`config.mk`:
```
export PLATFORM = sky130hd
export DESIGN_NAME = stepper_ramp_step_generator_flat
export DESIGN_NICKNAME = d
export VERILOG_FILES = /design/src/srsg_pkg.sv /design/src/srsg_if.sv /design/src/stepper_ramp_step_generator.sv /design/src/srsg_div.sv /design/src/srsg_datapath.sv /design/src/srsg_ctrl.sv /design/src/flat_wrapper.sv
export VERILOG_INCLUDE_DIRS = /design/src /design/src/src
export SDC_FILE = /design/constraint.sdc
export NUM_CORES = 1
export LEC_CHECK = 0
export ABC_CLOCK_PERIOD_IN_PS = 6370
export BUFFER_PORTS_ARGS = -buffer_cell sky130_fd_sc_hd__buf_2
export CORE_MARGIN = 2
export CORE_UTILIZATION = 57
export DETAILED_ROUTE_END_ITERATION = 8
export GPL_TIMING_DRIVEN = 1
export MAX_ROUTING_LAYER = met4
export PLACE_DENSITY = 0.83
export SKIP_LAST_GASP = 1
export SLEW_MARGIN = 10
export SYNTH_ARGS = -nofsm -noshare
export SYNTH_HDL_FRONTEND = slang
export SYNTH_SLANG_ARGS = --single-unit
```
`constraint.sdc`:
```
create_clock -name clk -period 6.37 [get_ports clk]
set_input_delay 1.274 -clock clk [delete_from_list [all_inputs] [get_ports clk]]
set_output_delay 1.274 -clock clk [all_outputs]
set_load 0.01 [all_outputs]
```
`src/assert_macros.svh`:
```
// assertion macros shared by the step generator modules
// no dependencies; compiled out when SYNTHESIS is defined
`ifndef ASSERT_MACROS_SVH
`define ASSERT_MACROS_SVH
`ifndef SYNTHESIS
`define ASSERT_IMP(name, clk, rst_n, pre, post) \
    name: assert property (@(posedge clk) disable iff (!rst_n) (pre) |-> (post)) \
        else $error("assertion failed");
`define ASSERT_NXT(name, clk, rst_n, pre, post) \
    name: assert property (@(posedge clk) disable iff (!rst_n) (pre) |=> (post)) \
        else $error("assertion failed");
`else
`define ASSERT_IMP(name, clk, rst_n, pre, post)
`define ASSERT_NXT(name, clk, rst_n, pre, post)
`endif
`endif

```
`src/srsg_pkg.sv`:
```
// shared constants, register indexes and control structs of the step generator
// no dependencies
`timescale 1ns / 1ps

package srsg_pkg;

    localparam int TIME_BASE_US_DEF = 1000000;
    localparam int SPEED_WIDTH_DEF  = 16;
    localparam int TIME_WIDTH_DEF   = 32;

    localparam int ACCEL_W    = 20;
    localparam int MAXSPD_W   = 16;
    localparam int CFG_DATA_W = 20;
    localparam int CFG_IDX_W  = 2;
    localparam int INTERVAL_W = 20;
    localparam int MOTION_W   = 2;

    localparam logic [CFG_IDX_W-1:0] REG_ACCEL     = 2'd0;
    localparam logic [CFG_IDX_W-1:0] REG_MAX_SPEED = 2'd1;
    localparam logic [CFG_IDX_W-1:0] REG_EN_POL    = 2'd2;

    localparam logic [ACCEL_W-1:0]  ACCEL_RST     = 20'd10000;
    localparam logic [MAXSPD_W-1:0] MAX_SPEED_RST = 16'd4000;
    localparam logic                EN_POL_RST    = 1'b1;

    localparam logic [MOTION_W-1:0] MOTION_STOPPED = 2'd0;
    localparam logic [MOTION_W-1:0] MOTION_FWD     = 2'd1;
    localparam logic [MOTION_W-1:0] MOTION_REV     = 2'd2;

    // accel / 1000 as multiply by ceil(2^30 / 1000), exact for 20-bit accel
    localparam int                 RECIP_W     = 21;
    localparam int                 RECIP_SHIFT = 30;
    localparam logic [RECIP_W-1:0] RECIP_1000  = 21'd1073742;
    localparam int                 LIM_W       = 11;

    typedef struct packed {
        logic load;
        logic calc;
        logic ramp;
        logic div_start;
        logic finish;
    } srsg_cmd_t;

    typedef struct packed {
        logic div_busy;
        logic div_last;
    } srsg_sts_t;

endpackage

```
`src/srsg_if.sv`:
```
// request channels of the step generator: control tick in, pin/status result out
// depends on srsg_pkg
`timescale 1ns / 1ps

interface srsg_in_if
    import srsg_pkg::*;
#(
    parameter int SPEED_WIDTH = SPEED_WIDTH_DEF,
    parameter int TIME_WIDTH  = TIME_WIDTH_DEF
);
    logic                   valid;
    logic                   ready;
    logic                   run_enable;
    logic                   go_forward;
    logic [SPEED_WIDTH-1:0] target_speed;
    logic [TIME_WIDTH-1:0]  now_us;

    modport source (output valid, run_enable, go_forward, target_speed, now_us, input ready);
    modport sink   (input valid, run_enable, go_forward, target_speed, now_us, output ready);
endinterface

interface srsg_out_if
    import srsg_pkg::*;
#(
    parameter int SPEED_WIDTH = SPEED_WIDTH_DEF
);
    logic                   valid;
    logic                   ready;
    logic                   step_pulse;
    logic                   direction_level;
    logic                   driver_enable_level;
    logic [MOTION_W-1:0]    motion_state;
    logic [SPEED_WIDTH-1:0] speed_now;
    logic [INTERVAL_W-1:0]  interval_us;

    modport source (output valid, step_pulse, direction_level, driver_enable_level,
                    motion_state, speed_now, interval_us, input ready);
    modport sink   (input valid, step_pulse, direction_level, driver_enable_level,
                    motion_state, speed_now, interval_us, output ready);
endinterface

```
`src/stepper_ramp_step_generator.sv`:
```
// top level of the stepper trapezoidal ramp step generator
// depends on srsg_pkg, srsg_if, srsg_ctrl and srsg_datapath
`timescale 1ns / 1ps

// One request on tick is one control tick: the target speed is clamped to max_speed, the
// current speed ramps toward it by max(accel/1000, 1) (or drops to zero when run_enable is
// low), the step interval is TIME_BASE_US divided by that speed, and a step is flagged once
// the wrapped time since the last step reaches the interval. The bit-serial divider produces
// one quotient bit per cycle over NUM_W = clog2(TIME_BASE_US + 1) bits; the result request
// sits in an output register, so the next tick is taken while it waits, and a tick waits in
// finish until the previous result is taken. Configuration writes land directly in the
// config registers; no reset sweep is needed.
module stepper_ramp_step_generator
    import srsg_pkg::*;
#(
    parameter int TIME_BASE_US = TIME_BASE_US_DEF,
    parameter int SPEED_WIDTH  = SPEED_WIDTH_DEF,
    parameter int TIME_WIDTH   = TIME_WIDTH_DEF
) (
    input  logic                  clk,
    input  logic                  rst_n,
    input  logic                  cfg_we,
    input  logic [CFG_IDX_W-1:0]  cfg_index,
    input  logic [CFG_DATA_W-1:0] cfg_data,
    srsg_in_if.sink               tick,
    srsg_out_if.source            result
);

    srsg_cmd_t cmd;
    srsg_sts_t sts;

    srsg_ctrl u_ctrl (
        .clk       (clk),
        .rst_n     (rst_n),
        .in_valid  (tick.valid),
        .in_ready  (tick.ready),
        .out_valid (result.valid),
        .out_ready (result.ready),
        .cmd       (cmd),
        .sts       (sts)
    );

    srsg_datapath #(
        .TIME_BASE_US (TIME_BASE_US),
        .SPEED_WIDTH  (SPEED_WIDTH),
        .TIME_WIDTH   (TIME_WIDTH)
    ) u_datapath (
        .clk                 (clk),
        .rst_n               (rst_n),
        .cfg_we              (cfg_we),
        .cfg_index           (cfg_index),
        .cfg_data            (cfg_data),
        .cmd                 (cmd),
        .sts                 (sts),
        .run_enable          (tick.run_enable),
        .go_forward          (tick.go_forward),
        .target_speed        (tick.target_speed),
        .now_us              (tick.now_us),
        .step_pulse          (result.step_pulse),
        .direction_level     (result.direction_level),
        .driver_enable_level (result.driver_enable_level),
        .motion_state        (result.motion_state),
        .speed_now           (result.speed_now),
        .interval_us         (result.interval_us)
    );

endmodule

```
`src/srsg_div.sv`:
```
// restoring divider of a constant dividend by the speed, one quotient bit per cycle
// depends on srsg_pkg
`timescale 1ns / 1ps

module srsg_div
    import srsg_pkg::*;
#(
    parameter int DIVIDEND = TIME_BASE_US_DEF,
    parameter int NUM_W    = 20,
    parameter int DEN_W    = SPEED_WIDTH_DEF
) (
    input  logic             clk,
    input  logic             rst_n,
    input  logic             start,
    input  logic [DEN_W-1:0] divisor,
    output logic             busy,
    output logic             last,
    output logic [NUM_W-1:0] quotient
);

    localparam int CNT_W = $clog2(NUM_W);

    logic             busy_reg, busy_next;
    logic [CNT_W-1:0] cnt_reg, cnt_next;
    logic [NUM_W-1:0] q_reg, q_next;
    logic [DEN_W-1:0] rem_reg, rem_next;
    logic [DEN_W-1:0] den_reg, den_next;
    logic [DEN_W:0]   trial;
    logic [DEN_W:0]   diff;
    logic             ge;

    assign trial = {rem_reg, q_reg[NUM_W-1]};
    assign diff  = trial - {1'b0, den_reg};
    assign ge    = trial >= {1'b0, den_reg};
    assign last  = busy_reg && (cnt_reg == CNT_W'(NUM_W - 1));

    always_comb
    begin
        busy_next = busy_reg;
        cnt_next  = cnt_reg;
        q_next    = q_reg;
        rem_next  = rem_reg;
        den_next  = den_reg;
        if (start)
        begin
            busy_next = 1'b1;
            cnt_next  = '0;
            q_next    = NUM_W'(DIVIDEND);
            rem_next  = '0;
            den_next  = divisor;
        end
        else if (busy_reg)
        begin
            q_next   = {q_reg[NUM_W-2:0], ge};
            rem_next = ge ? diff[DEN_W-1:0] : trial[DEN_W-1:0];
            cnt_next = cnt_reg + 1'b1;
            if (last)
            begin
                busy_next = 1'b0;
            end
        end
    end

    always_ff @(posedge clk or negedge rst_n)
    begin
        if (!rst_n)
        begin
            busy_reg <= 1'b0;
            cnt_reg  <= '0;
        end
        else
        begin
            busy_reg <= busy_next;
            cnt_reg  <= cnt_next;
        end
    end

    always_ff @(posedge clk)
    begin
        q_reg   <= q_next;
        rem_reg <= rem_next;
        den_reg <= den_next;
    end

    assign busy     = busy_reg;
    assign quotient = q_reg;

endmodule

```
`src/srsg_datapath.sv`:
```
// datapath: config registers, clamp and ramp, step timing, motion state, result register
// depends on srsg_pkg, srsg_div and assert_macros.svh
`timescale 1ns / 1ps
`include "assert_macros.svh"

module srsg_datapath
    import srsg_pkg::*;
#(
    parameter int TIME_BASE_US = TIME_BASE_US_DEF,
    parameter int SPEED_WIDTH  = SPEED_WIDTH_DEF,
    parameter int TIME_WIDTH   = TIME_WIDTH_DEF
) (
    input  logic                   clk,
    input  logic                   rst_n,
    input  logic                   cfg_we,
    input  logic [CFG_IDX_W-1:0]   cfg_index,
    input  logic [CFG_DATA_W-1:0]  cfg_data,
    input  srsg_cmd_t              cmd,
    output srsg_sts_t              sts,
    input  logic                   run_enable,
    input  logic                   go_forward,
    input  logic [SPEED_WIDTH-1:0] target_speed,
    input  logic [TIME_WIDTH-1:0]  now_us,
    output logic                   step_pulse,
    output logic                   direction_level,
    output logic                   driver_enable_level,
    output logic [MOTION_W-1:0]    motion_state,
    output logic [SPEED_WIDTH-1:0] speed_now,
    output logic [INTERVAL_W-1:0]  interval_us
);

    localparam int NUM_W  = $clog2(TIME_BASE_US + 1);
    localparam int CW     = (SPEED_WIDTH > MAXSPD_W) ? SPEED_WIDTH : MAXSPD_W;
    localparam int RW     = (CW > LIM_W) ? CW : LIM_W;
    localparam int CMP_W  = (TIME_WIDTH > NUM_W) ? TIME_WIDTH : NUM_W;
    localparam int QX_W   = (NUM_W > INTERVAL_W) ? NUM_W : INTERVAL_W;
    localparam int PROD_W = ACCEL_W + RECIP_W;

    // configuration
    logic [ACCEL_W-1:0]  accel_reg;
    logic [MAXSPD_W-1:0] max_speed_reg;
    logic                en_pol_reg;

    // captured tick
    logic                   en_reg;
    logic                   fwd_reg;
    logic [SPEED_WIDTH-1:0] tgt_reg;
    logic [TIME_WIDTH-1:0]  now_reg;

    // per-tick intermediates
    logic [CW-1:0]          tgt_c_reg, tgt_c_next;
    logic [LIM_W-1:0]       lim_reg, lim_next;
    logic [SPEED_WIDTH-1:0] spd_new_reg, spd_new_next;

    // block state
    logic [SPEED_WIDTH-1:0] ramp_speed_reg;
    logic [TIME_WIDTH-1:0]  last_step_reg;
    logic [MOTION_W-1:0]    motion_reg, motion_next;

    // result register
    logic                   res_step_reg;
    logic                   res_dir_reg;
    logic                   res_drv_reg;
    logic [MOTION_W-1:0]    res_motion_reg;
    logic [SPEED_WIDTH-1:0] res_speed_reg;
    logic [INTERVAL_W-1:0]  res_interval_reg;

    logic [PROD_W-1:0]     prod;
    logic [LIM_W-1:0]      lim_raw;
    logic [CW-1:0]         tgt_x, max_x;
    logic [RW-1:0]         cur_r, tgt_r, lim_r, ramp_r;
    logic [NUM_W-1:0]      quot;
    logic [TIME_WIDTH-1:0] elapsed;
    logic                  step_c;
    logic [QX_W-1:0]       quot_x;
    logic [INTERVAL_W-1:0] interval_c;

    always_ff @(posedge clk or negedge rst_n)
    begin
        if (!rst_n)
        begin
            accel_reg     <= ACCEL_RST;
            max_speed_reg <= MAX_SPEED_RST;
            en_pol_reg    <= EN_POL_RST;
        end
        else if (cfg_we)
        begin
            unique case (cfg_index)
                REG_ACCEL:     accel_reg     <= cfg_data[ACCEL_W-1:0];
                REG_MAX_SPEED: max_speed_reg <= cfg_data[MAXSPD_W-1:0];
                REG_EN_POL:    en_pol_reg    <= cfg_data[0];
                default:       ;
            endcase
        end
    end

    // clamp and per-tick limit
    assign prod    = PROD_W'(accel_reg) * PROD_W'(RECIP_1000);
    assign lim_raw = prod[RECIP_SHIFT +: LIM_W];
    assign tgt_x   = CW'(tgt_reg);
    assign max_x   = CW'(max_speed_reg);

    always_comb
    begin
        tgt_c_next = (tgt_x > max_x) ? max_x : tgt_x;
        lim_next   = (lim_raw == '0) ? LIM_W'(1) : lim_raw;
    end

    // move toward the target by at most lim
    assign cur_r = RW'(ramp_speed_reg);
    assign tgt_r = RW'(tgt_c_reg);
    assign lim_r = RW'(lim_reg);

    always_comb
    begin
        if (tgt_r > cur_r)
        begin
            ramp_r = ((tgt_r - cur_r) > lim_r) ? (cur_r + lim_r) : tgt_r;
        end
        else if (cur_r > tgt_r)
        begin
            ramp_r = ((cur_r - tgt_r) > lim_r) ? (cur_r - lim_r) : tgt_r;
        end
        else
        begin
            ramp_r = cur_r;
        end
        spd_new_next = en_reg ? ramp_r[SPEED_WIDTH-1:0] : '0;
    end

    srsg_div #(
        .DIVIDEND (TIME_BASE_US),
        .NUM_W    (NUM_W),
        .DEN_W    (SPEED_WIDTH)
    ) u_div (
        .clk      (clk),
        .rst_n    (rst_n),
        .start    (cmd.div_start),
        .divisor  (spd_new_next),
        .busy     (sts.div_busy),
        .last     (sts.div_last),
        .quotient (quot)
    );

    // step decision on the full quotient
    assign elapsed = now_reg - last_step_reg;
    assign step_c  = (spd_new_reg != '0) && (quot != '0)
                     && (CMP_W'(elapsed) >= CMP_W'(quot));
    assign quot_x  = QX_W'(quot);
    assign interval_c = (spd_new_reg != '0) ? quot_x[INTERVAL_W-1:0] : '0;

    always_comb
    begin
        motion_next = motion_reg;
        if (!en_reg)
        begin
            motion_next = MOTION_STOPPED;
        end
        else if (step_c || (motion_reg != MOTION_STOPPED))
        begin
            motion_next = fwd_reg ? MOTION_FWD : MOTION_REV;
        end
    end

    always_ff @(posedge clk or negedge rst_n)
    begin
        if (!rst_n)
        begin
            fwd_reg        <= 1'b1;
            ramp_speed_reg <= '0;
            last_step_reg  <= '0;
            motion_reg     <= MOTION_STOPPED;
        end
        else
        begin
            if (cmd.load)
            begin
                fwd_reg <= go_forward;
            end
            if (cmd.finish)
            begin
                ramp_speed_reg <= spd_new_reg;
                motion_reg     <= motion_next;
                if (step_c)
                begin
                    last_step_reg <= now_reg;
                end
            end
        end
    end

    always_ff @(posedge clk)
    begin
        if (cmd.load)
        begin
            en_reg  <= run_enable;
            tgt_reg <= target_speed;
            now_reg <= now_us;
        end
        if (cmd.calc)
        begin
            tgt_c_reg <= tgt_c_next;
            lim_reg   <= lim_next;
        end
        if (cmd.ramp)
        begin
            spd_new_reg <= spd_new_next;
        end
        if (cmd.finish)
        begin
            res_step_reg     <= step_c;
            res_dir_reg      <= fwd_reg;
            res_drv_reg      <= en_pol_reg ? ~en_reg : en_reg;
            res_motion_reg   <= motion_next;
            res_speed_reg    <= spd_new_reg;
            res_interval_reg <= interval_c;
        end
    end

    assign step_pulse          = res_step_reg;
    assign direction_level     = res_dir_reg;
    assign driver_enable_level = res_drv_reg;
    assign motion_state        = res_motion_reg;
    assign speed_now           = res_speed_reg;
    assign interval_us         = res_interval_reg;

    `ASSERT_NXT(a_step_stamps_time, clk, rst_n, cmd.finish && step_c, last_step_reg == $past(now_reg))
    `ASSERT_NXT(a_disable_clears, clk, rst_n, cmd.finish && !en_reg, (motion_reg == MOTION_STOPPED) && (ramp_speed_reg == '0))

endmodule

```
`src/srsg_ctrl.sv`:
```
// controller: sequences capture, clamp, ramp, divide and finish; owns the result valid
// depends on srsg_pkg and assert_macros.svh
`timescale 1ns / 1ps
`include "assert_macros.svh"

module srsg_ctrl
    import srsg_pkg::*;
(
    input  logic      clk,
    input  logic      rst_n,
    input  logic      in_valid,
    output logic      in_ready,
    output logic      out_valid,
    input  logic      out_ready,
    output srsg_cmd_t cmd,
    input  srsg_sts_t sts
);

    localparam logic [2:0] ST_IDLE   = 3'd0;
    localparam logic [2:0] ST_CALC   = 3'd1;
    localparam logic [2:0] ST_RAMP   = 3'd2;
    localparam logic [2:0] ST_DIV    = 3'd3;
    localparam logic [2:0] ST_FINISH = 3'd4;

    logic [2:0] state_reg, state_next;
    logic       out_valid_reg, out_valid_next;
    logic       out_free;

    // the result register can take a new result once the old one is gone
    assign out_free = !out_valid_reg || out_ready;
    assign in_ready = (state_reg == ST_IDLE);

    always_comb
    begin
        state_next    = state_reg;
        cmd           = '0;
        unique case (state_reg)
            ST_IDLE:
            begin
                if (in_valid)
                begin
                    cmd.load   = 1'b1;
                    state_next = ST_CALC;
                end
            end
            ST_CALC:
            begin
                cmd.calc   = 1'b1;
                state_next = ST_RAMP;
            end
            ST_RAMP:
            begin
                cmd.ramp      = 1'b1;
                cmd.div_start = 1'b1;
                state_next    = ST_DIV;
            end
            ST_DIV:
            begin
                if (sts.div_last)
                begin
                    state_next = ST_FINISH;
                end
            end
            ST_FINISH:
            begin
                if (out_free)
                begin
                    cmd.finish = 1'b1;
                    state_next = ST_IDLE;
                end
            end
            default:
            begin
                state_next = ST_IDLE;
            end
        endcase
        out_valid_next = (out_valid_reg && !out_ready) || cmd.finish;
    end

    always_ff @(posedge clk or negedge rst_n)
    begin
        if (!rst_n)
        begin
            state_reg     <= ST_IDLE;
            out_valid_reg <= 1'b0;
        end
        else
        begin
            state_reg     <= state_next;
            out_valid_reg <= out_valid_next;
        end
    end

    assign out_valid = out_valid_reg;

    `ASSERT_IMP(a_div_runs_in_div, clk, rst_n, state_reg == ST_DIV, sts.div_busy)
    `ASSERT_IMP(a_no_accept_while_dividing, clk, rst_n, sts.div_busy, !in_ready)
    `ASSERT_NXT(a_finish_shows_result, clk, rst_n, cmd.finish, out_valid_reg && (state_reg == ST_IDLE))

endmodule
```
`src/flat_wrapper.sv`:
```
// flat-port wrapper written by rule: the top's interface ports become plain ports
module stepper_ramp_step_generator_flat import srsg_pkg::*;
#(
    parameter int TIME_BASE_US = TIME_BASE_US_DEF,
    parameter int SPEED_WIDTH  = SPEED_WIDTH_DEF,
    parameter int TIME_WIDTH   = TIME_WIDTH_DEF
)
  (clk, rst_n, cfg_we, cfg_index, cfg_data, tick_valid, tick_run_enable, tick_go_forward, tick_target_speed, tick_now_us, tick_ready, result_valid, result_step_pulse, result_direction_level, result_driver_enable_level, result_motion_state, result_speed_now, result_interval_us, result_ready);
  srsg_in_if #(.SPEED_WIDTH(SPEED_WIDTH), .TIME_WIDTH(TIME_WIDTH)) tick_i ();
  srsg_out_if #(.SPEED_WIDTH(SPEED_WIDTH)) result_i ();
  input  logic clk;
  input  logic rst_n;
  input  logic cfg_we;
  input  logic [CFG_IDX_W-1:0] cfg_index;
  input  logic [CFG_DATA_W-1:0] cfg_data;
  input wire logic [$bits(tick_i.valid)-1:0] tick_valid;
  input wire logic [$bits(tick_i.run_enable)-1:0] tick_run_enable;
  input wire logic [$bits(tick_i.go_forward)-1:0] tick_go_forward;
  input wire logic [$bits(tick_i.target_speed)-1:0] tick_target_speed;
  input wire logic [$bits(tick_i.now_us)-1:0] tick_now_us;
  output wire logic [$bits(tick_i.ready)-1:0] tick_ready;
  output wire logic [$bits(result_i.valid)-1:0] result_valid;
  output wire logic [$bits(result_i.step_pulse)-1:0] result_step_pulse;
  output wire logic [$bits(result_i.direction_level)-1:0] result_direction_level;
  output wire logic [$bits(result_i.driver_enable_level)-1:0] result_driver_enable_level;
  output wire logic [$bits(result_i.motion_state)-1:0] result_motion_state;
  output wire logic [$bits(result_i.speed_now)-1:0] result_speed_now;
  output wire logic [$bits(result_i.interval_us)-1:0] result_interval_us;
  input wire logic [$bits(result_i.ready)-1:0] result_ready;
  assign tick_i.valid = tick_valid;
  assign tick_i.run_enable = tick_run_enable;
  assign tick_i.go_forward = tick_go_forward;
  assign tick_i.target_speed = tick_target_speed;
  assign tick_i.now_us = tick_now_us;
  assign tick_ready = tick_i.ready;
  assign result_valid = result_i.valid;
  assign result_step_pulse = result_i.step_pulse;
  assign result_direction_level = result_i.direction_level;
  assign result_driver_enable_level = result_i.driver_enable_level;
  assign result_motion_state = result_i.motion_state;
  assign result_speed_now = result_i.speed_now;
  assign result_interval_us = result_i.interval_us;
  assign result_i.ready = result_ready;
  stepper_ramp_step_generator #(.TIME_BASE_US(TIME_BASE_US), .SPEED_WIDTH(SPEED_WIDTH), .TIME_WIDTH(TIME_WIDTH)) u_core (.clk(clk), .rst_n(rst_n), .cfg_we(cfg_we), .cfg_index(cfg_index), .cfg_data(cfg_data), .tick(tick_i), .result(result_i));
endmodule
```
=== Word level (Yosys, flattened, before mapping) ===
Cells that the tools add are included.

* Register bits: 283
* Bits of input ports: 77
* Output and inout bits: 43
* Logic and storage cells: 99

* Add/sub/neg operators: 7
* Multiply operators: 1
* Order comparisons: 7
* Equality and inequality tests: 10
* Multiplexer cells: 26
* Bitwise gates (word level): 1
* Reductions and logical operators: 21

{| class="wikitable"
|+ Operator list
! kind !! count
|-
| $mux 16 || 7
|-
| $gt 16x16->1 || 3
|-
| $sub 16x16->16 || 3
|-
| $mul 20x20->40 const B || 1
|-
| $ge 32x20->1 || 1
|-
| $gt 16x11->1 || 2
|-
| $sub 32x32->32 || 1
|-
| $reduce_bool 20->1 || 1
|-
| $ge 17x16->1 || 1
|-
| $add 16x11->16 || 1
|-
| $reduce_bool 16->1 || 1
|-
| $sub 16x11->16 || 1
|-
| $pmux 3 s5 || 1
|-
| $logic_not 11->1 || 1
|-
| $mux 5 || 2
|-
| $mux 1 || 9
|-
| $mux 3 || 3
|-
| $mux 2 || 4
|-
| $reduce_and 2->1 || 4
|-
| $eq 3x2->1 const B || 2
|-
| $ne 2x2->1 const B || 3
|-
| $add 5x1->5 const B || 1
|-
| $eq 5x5->1 const B || 1
|-
| $logic_and 1x1->1 || 4
|-
| 11 further kinds || 15
|}

=== Depth between registers and ports, before layout ===
* Word-level depth: 6
* Mapped depth: 23
* Mapped depth without buffers: 22

=== Modules after synthesis ===
A second synthesis with hierarchy kept.

* Cell total of the unflattened synthesis: 2328
* Area, all modules: 23221.0 um^2

{| class="wikitable"
|+ By module, submodules not included
! module !! instances !! cells an instance !! area each (um^2)
|-
| srsg_datapath || 1 || 1946 || 19656.4
|-
| srsg_div || 1 || 360 || 3345.7
|-
| srsg_ctrl || 1 || 22 || 219.0
|}

=== Least setup slack after synthesis ===
Ideal clock, no wire load.

* Path type: register to register
* From: reg u_core.u_datapath.accel_reg[2]
* To: reg u_core.u_datapath.lim_reg[10], data pin
* Setup time: 0.255 ns
* Arrival time: 5.910 ns
* Required time: 6.115 ns
* Setup slack: 0.205 ns
* Cell stages (with the launch flop): 23
* Path buffers: 0
* Clock period less this slack: 6.165 ns
* Path through: dfrtp_1 -> ha_1 -> ha_1 -> inv_1 -> fa_1 -> inv_1 -> ha_1 -> fa_1 -> inv_1 -> fa_1 -> fa_1 -> inv_1 -> ha_1 -> a21o_1 -> a21o_1 -> a221oi_1 -> o311ai_1 -> a211oi_1 -> a21oi_1 -> o41a_1 -> a21oi_1 -> o21bai_1 -> and2_1

* Word-level cells in the longest chain between the ends: 2

{| class="wikitable"
|+ Ends and longest elaborated chain
! what !! line !! text
|-
| start, declared || srsg_datapath.sv:40 || <nowiki>logic [ACCEL_W-1:0] accel_reg;</nowiki>
|-
| start signal, assigned || srsg_datapath.sv:89 || <nowiki>REG_ACCEL: accel_reg <= cfg_data[ACCEL_W-1:0];</nowiki>
|-
| $mul 20x20->40 (*) || srsg_datapath.sv:98 || <nowiki>assign prod = PROD_W'(accel_reg) * PROD_W'(RECIP_1000);</nowiki>
|-
| $logic_not 11->1 || srsg_datapath.sv:106 || <nowiki>lim_next = (lim_raw == '0) ? LIM_W'(1) : lim_raw;</nowiki>
|-
| end signal, assigned || srsg_datapath.sv:203 || <nowiki>lim_reg <= lim_next;</nowiki>
|-
| end, declared || srsg_datapath.sv:52 || <nowiki>logic [LIM_W-1:0] lim_reg, lim_next;</nowiki>
|}

Every way passes the cells marked *; elsewhere a longest branch is shown, timed or not.
A chain may end at the register's enable or synchronous reset.

=== Worst setup path after layout ===
* From: reg u_core.u_datapath.accel_reg[1]
* To: reg u_core.u_datapath.lim_reg[10], data pin

Same word-level chain as after synthesis.

==> reports/qor.yml <==
run_status:
  status: "completed"
pwr:
  p_sw_share_pct: 45.7
  vdd_drop_max_mv: 0.649
  power_density_nw_per_um2: 541
  pwr-share-clk_pct: 13.4
  p_switching_mw: 6.06
  p_int_mw: 7.21
  comb_power_share_pct: 68.4
  p_leak_nw: 11.6
  seq_power_share_pct: 18.2
logic_synthesis:
  syn_inst: 2263
  synth-seq-cells: 267
  synth_top_area_cell: "ha_1"
  synth_edf_count: 133
  synth_common_cells: "inv_1, ha_1, a21oi_1"
  synth.cell_area_um2: 22200
  synth.yosys.seq_area_share_pct: 32.4
  synth_flop_cell: "edfxtp_1"
  syn_avg_cell_area_um2: 9.80
  syn-num-nets: 2759
  yosysUniqueCellTypes: 78
  synth_top_area_share_pct: 18.5
  synthArstFlopShare_pct: 36.7
  yosys_warnings: 0
  yosysMostFrequentCell: "inv_1"
  synth_area_leaders: "ha_1, edfxtp_1, dfrtp_1"
sta:
  final-setup-viol-count: 0
  finClkSkew_ns: 0.0238
  post-route-period-util_pct: 96.5
  post-route-min-period_ns: 6.15
  tns_ns: 0
  layout_setup_ws_ns: 0.223
  maxSlewViolCount: 0
  fmax_ghz: 0.163
  hold_viol: 0
  tightest_slew_ns: 1.01
  timing.slew.headroom_pct: 32.8
finish:
  fin_nets: 2881
  area_growth_pct: 10.5
  n_antenna_cell: 0
  drive_gt1_share_pct: 12.6
  fillers: 3192
cts:
  clock_sinks: 267
  htreeDepth: 1
  root_buffer: "clkbuf_16"
  cts_tree: "done"
  clk_pin_slew_ns: 0.06
  cts_inserted_buffers: 29
  clk_latency_ns: 0.59
  cts_hold_buffers: 0
  clk_path_buf_depth: 3
worst_setup_path:
  arrival_ns: 6.49
  cp-start-kind: "flop"
  r2r_cells: 23
  reg2reg_to: "u_core.u_datapath.lim_reg[10]$_SDFFCE_PN0P_"
  cp.required_ns: 6.71
  critical_path_peak_fanout: 3
  r2r_setup_slack_ns: 0.22
  critPathCapture: "u_core.u_datapath.lim_reg[10]$_SDFFCE_PN0P_"
  setup.worst_path.end_class: "flop"
  setup.worst_path.start: "u_core.u_datapath.accel_reg[1]$_DFFE_PN0P_"
  worstSetupPathType: "reg2reg"
  r2r-start: "u_core.u_datapath.accel_reg[1]$_DFFE_PN0P_"
detailed_routing:
  wl_per_cell_um: 19.3
  vias: 17000
  detail-route-antenna-nets: 0
  drt-total-wl_mm: 56.4
  first_pass_iters: 8
  drc: 0
  drt_iter0_markers: 1294
  viasPerCell: 5.82
placement:
  io_buffers: 119
  dp_hpwl_mm: 45.2
  dp_slack_ns: -0.0423
  place_congestion: 0.996
hold_path:
  worst_hold_path_type: "reg2reg"
die:
  ios: 120
  start_util_pct: 57.5
  dieArea_um2: 40500
  die_w_um: 201
  die_height_um: 201
  std_cell_rows: 72
  core_area_um2: 38600
global_route:
  grt_overflow: 0
  track_usage_pct: 28.7
  grt_pass1_vias: 17200
  antenna_found_initial: 0
  grt_max_degree: 68
  grt_pass1_wl_mm: 90.3
flow_run:
  maxCapViolations: 0
## cell families (layout without fill, tap and decap cells)
logic type      Yosys count  count (layout)  share of synthesized area, %
compound gates          495             495                          14.1
mux                     121             121                          5.92
xor+xnor                 88              88                          3.47
buf+inv                 426             570                          7.46
simple gates            447             447                          9.95
flops                   267             267                          32.4
fa+ha+maj               419             419                          26.7
## power groups by stage
stage | registers, mW | logic [mW] | clock network [mW]
after floorplan | 2.35 | 6.12 | 0
after global placement | 2.43 | 7.97 | 0
after detailed placement | 2.45 | 8.29 | 0
after CTS | 2.42 | 8.54 | 1.80
after global routing | 2.45 | 10.3 | 1.87
final | 2.42 | 9.07 | 1.78
## metrics by stage
stage,total power [mW],instances,utilization [%],cell area (um2),hold WS [ns]
after floorplan,8.47,2263,-,22200,0.458
after global placement,10.4,2865,60.6,23400,0.467
after detailed placement,10.7,2865,60.6,23400,0.475
after CTS,12.8,2919,63.3,24400,0.488
after global routing,14.6,2925,63.6,24500,0.494
final,13.3,2925,63.6,24500,0.485
## worst min-delay path by stage
| stage | startpoint | to | slack (ns) | cells past startpoint |
|---|---|---|---|---|
| after detailed placement | u_core.u_datapath.last_step_reg[17]$_DFFE_PN0P_ | u_core.u_datapath.last_step_reg[17]$_DFFE_PN0P_ | 0.47 | 1 |
| after floorplan | u_core.u_datapath.last_step_reg[10]$_DFFE_PN0P_ | u_core.u_datapath.last_step_reg[10]$_DFFE_PN0P_ | 0.46 | 1 |
| after CTS | u_core.u_datapath.last_step_reg[17]$_DFFE_PN0P_ | u_core.u_datapath.last_step_reg[17]$_DFFE_PN0P_ | 0.49 | 1 |
| after global routing | u_core.u_datapath.last_step_reg[18]$_DFFE_PN0P_ | u_core.u_datapath.last_step_reg[18]$_DFFE_PN0P_ | 0.49 | 1 |
| after global placement | u_core.u_datapath.last_step_reg[23]$_DFFE_PN0P_ | u_core.u_datapath.last_step_reg[23]$_DFFE_PN0P_ | 0.47 | 1 |
| final | u_core.u_datapath.last_step_reg[4]$_DFFE_PN0P_ | u_core.u_datapath.last_step_reg[4]$_DFFE_PN0P_ | 0.49 | 1 |
## placed cells by master, fill, tap and decap left out, drive strengths merged, types with 8 or more instances in the layout
cell type,instances
a211oi,16
a21o,38
a21oi,152
and2,28
and3,10
buf,157
clkbuf,34
clkinv,9
dfrtp,85
dfstp,13
dfxtp,36
edfxtp,133
fa,91
ha,328
inv,363
mux2,82
mux2i,39
nand2,129
nand2b,24
nand3,32
nand4,27
nor2,100
nor2b,22
nor3,24
nor4,16
o211ai,26
o21a,19
o21ai,129
o21bai,15
o22ai,16
o31ai,11
or2,9
or3,8
xnor2,58
xor2,30
## worst max-delay path: stages (launching register included)
cell	delay, ns
dfrtp_1	0.41
ha_1	0.29
ha_2	0.18
inv_1	0.07
fa_1	0.53
inv_1	0.04
ha_1	0.31
fa_1	0.54
inv_1	0.05
fa_1	0.46
fa_1	0.52
inv_1	0.06
ha_4	0.25
a21o_1	0.16
a21o_1	0.19
a221oi_2	0.33
o311ai_4	0.19
buf_4	0.19
a211oi_4	0.27
a21oi_2	0.09
o41a_1	0.35
a21oi_2	0.16
o21bai_1	0.10
and2_1	0.16
## area by class of cell
cell class,count,area (um2),share of cell area [%]
flip-flops and latches,267,7180,29.3
well taps,518,648,2.64
inverters,360,1350,5.51
multi-input cells,1570,13500,54.9
clock buffers,34,744,3.04
repair buffers,157,887,3.62
clock inverters,19,248,1.01
## metal layers
metal,vias to the layer above,GRT usage (%),wire (um)
li1,8126,-,-
met1,8281,36.1,24300
met2,468,48.1,27400
met3,143,2.82,2270
met4,0,11.4,2380
met5,-,-,0
## repair_timing
item | 4_1_cts | 5_1_grt
setup buffers | 1 | 6
resized for setup | 3 | 13
pin swaps | 0 | 5
endpoints found under the setup margin | 1 | 5
(Power assumes the default switching activity.)
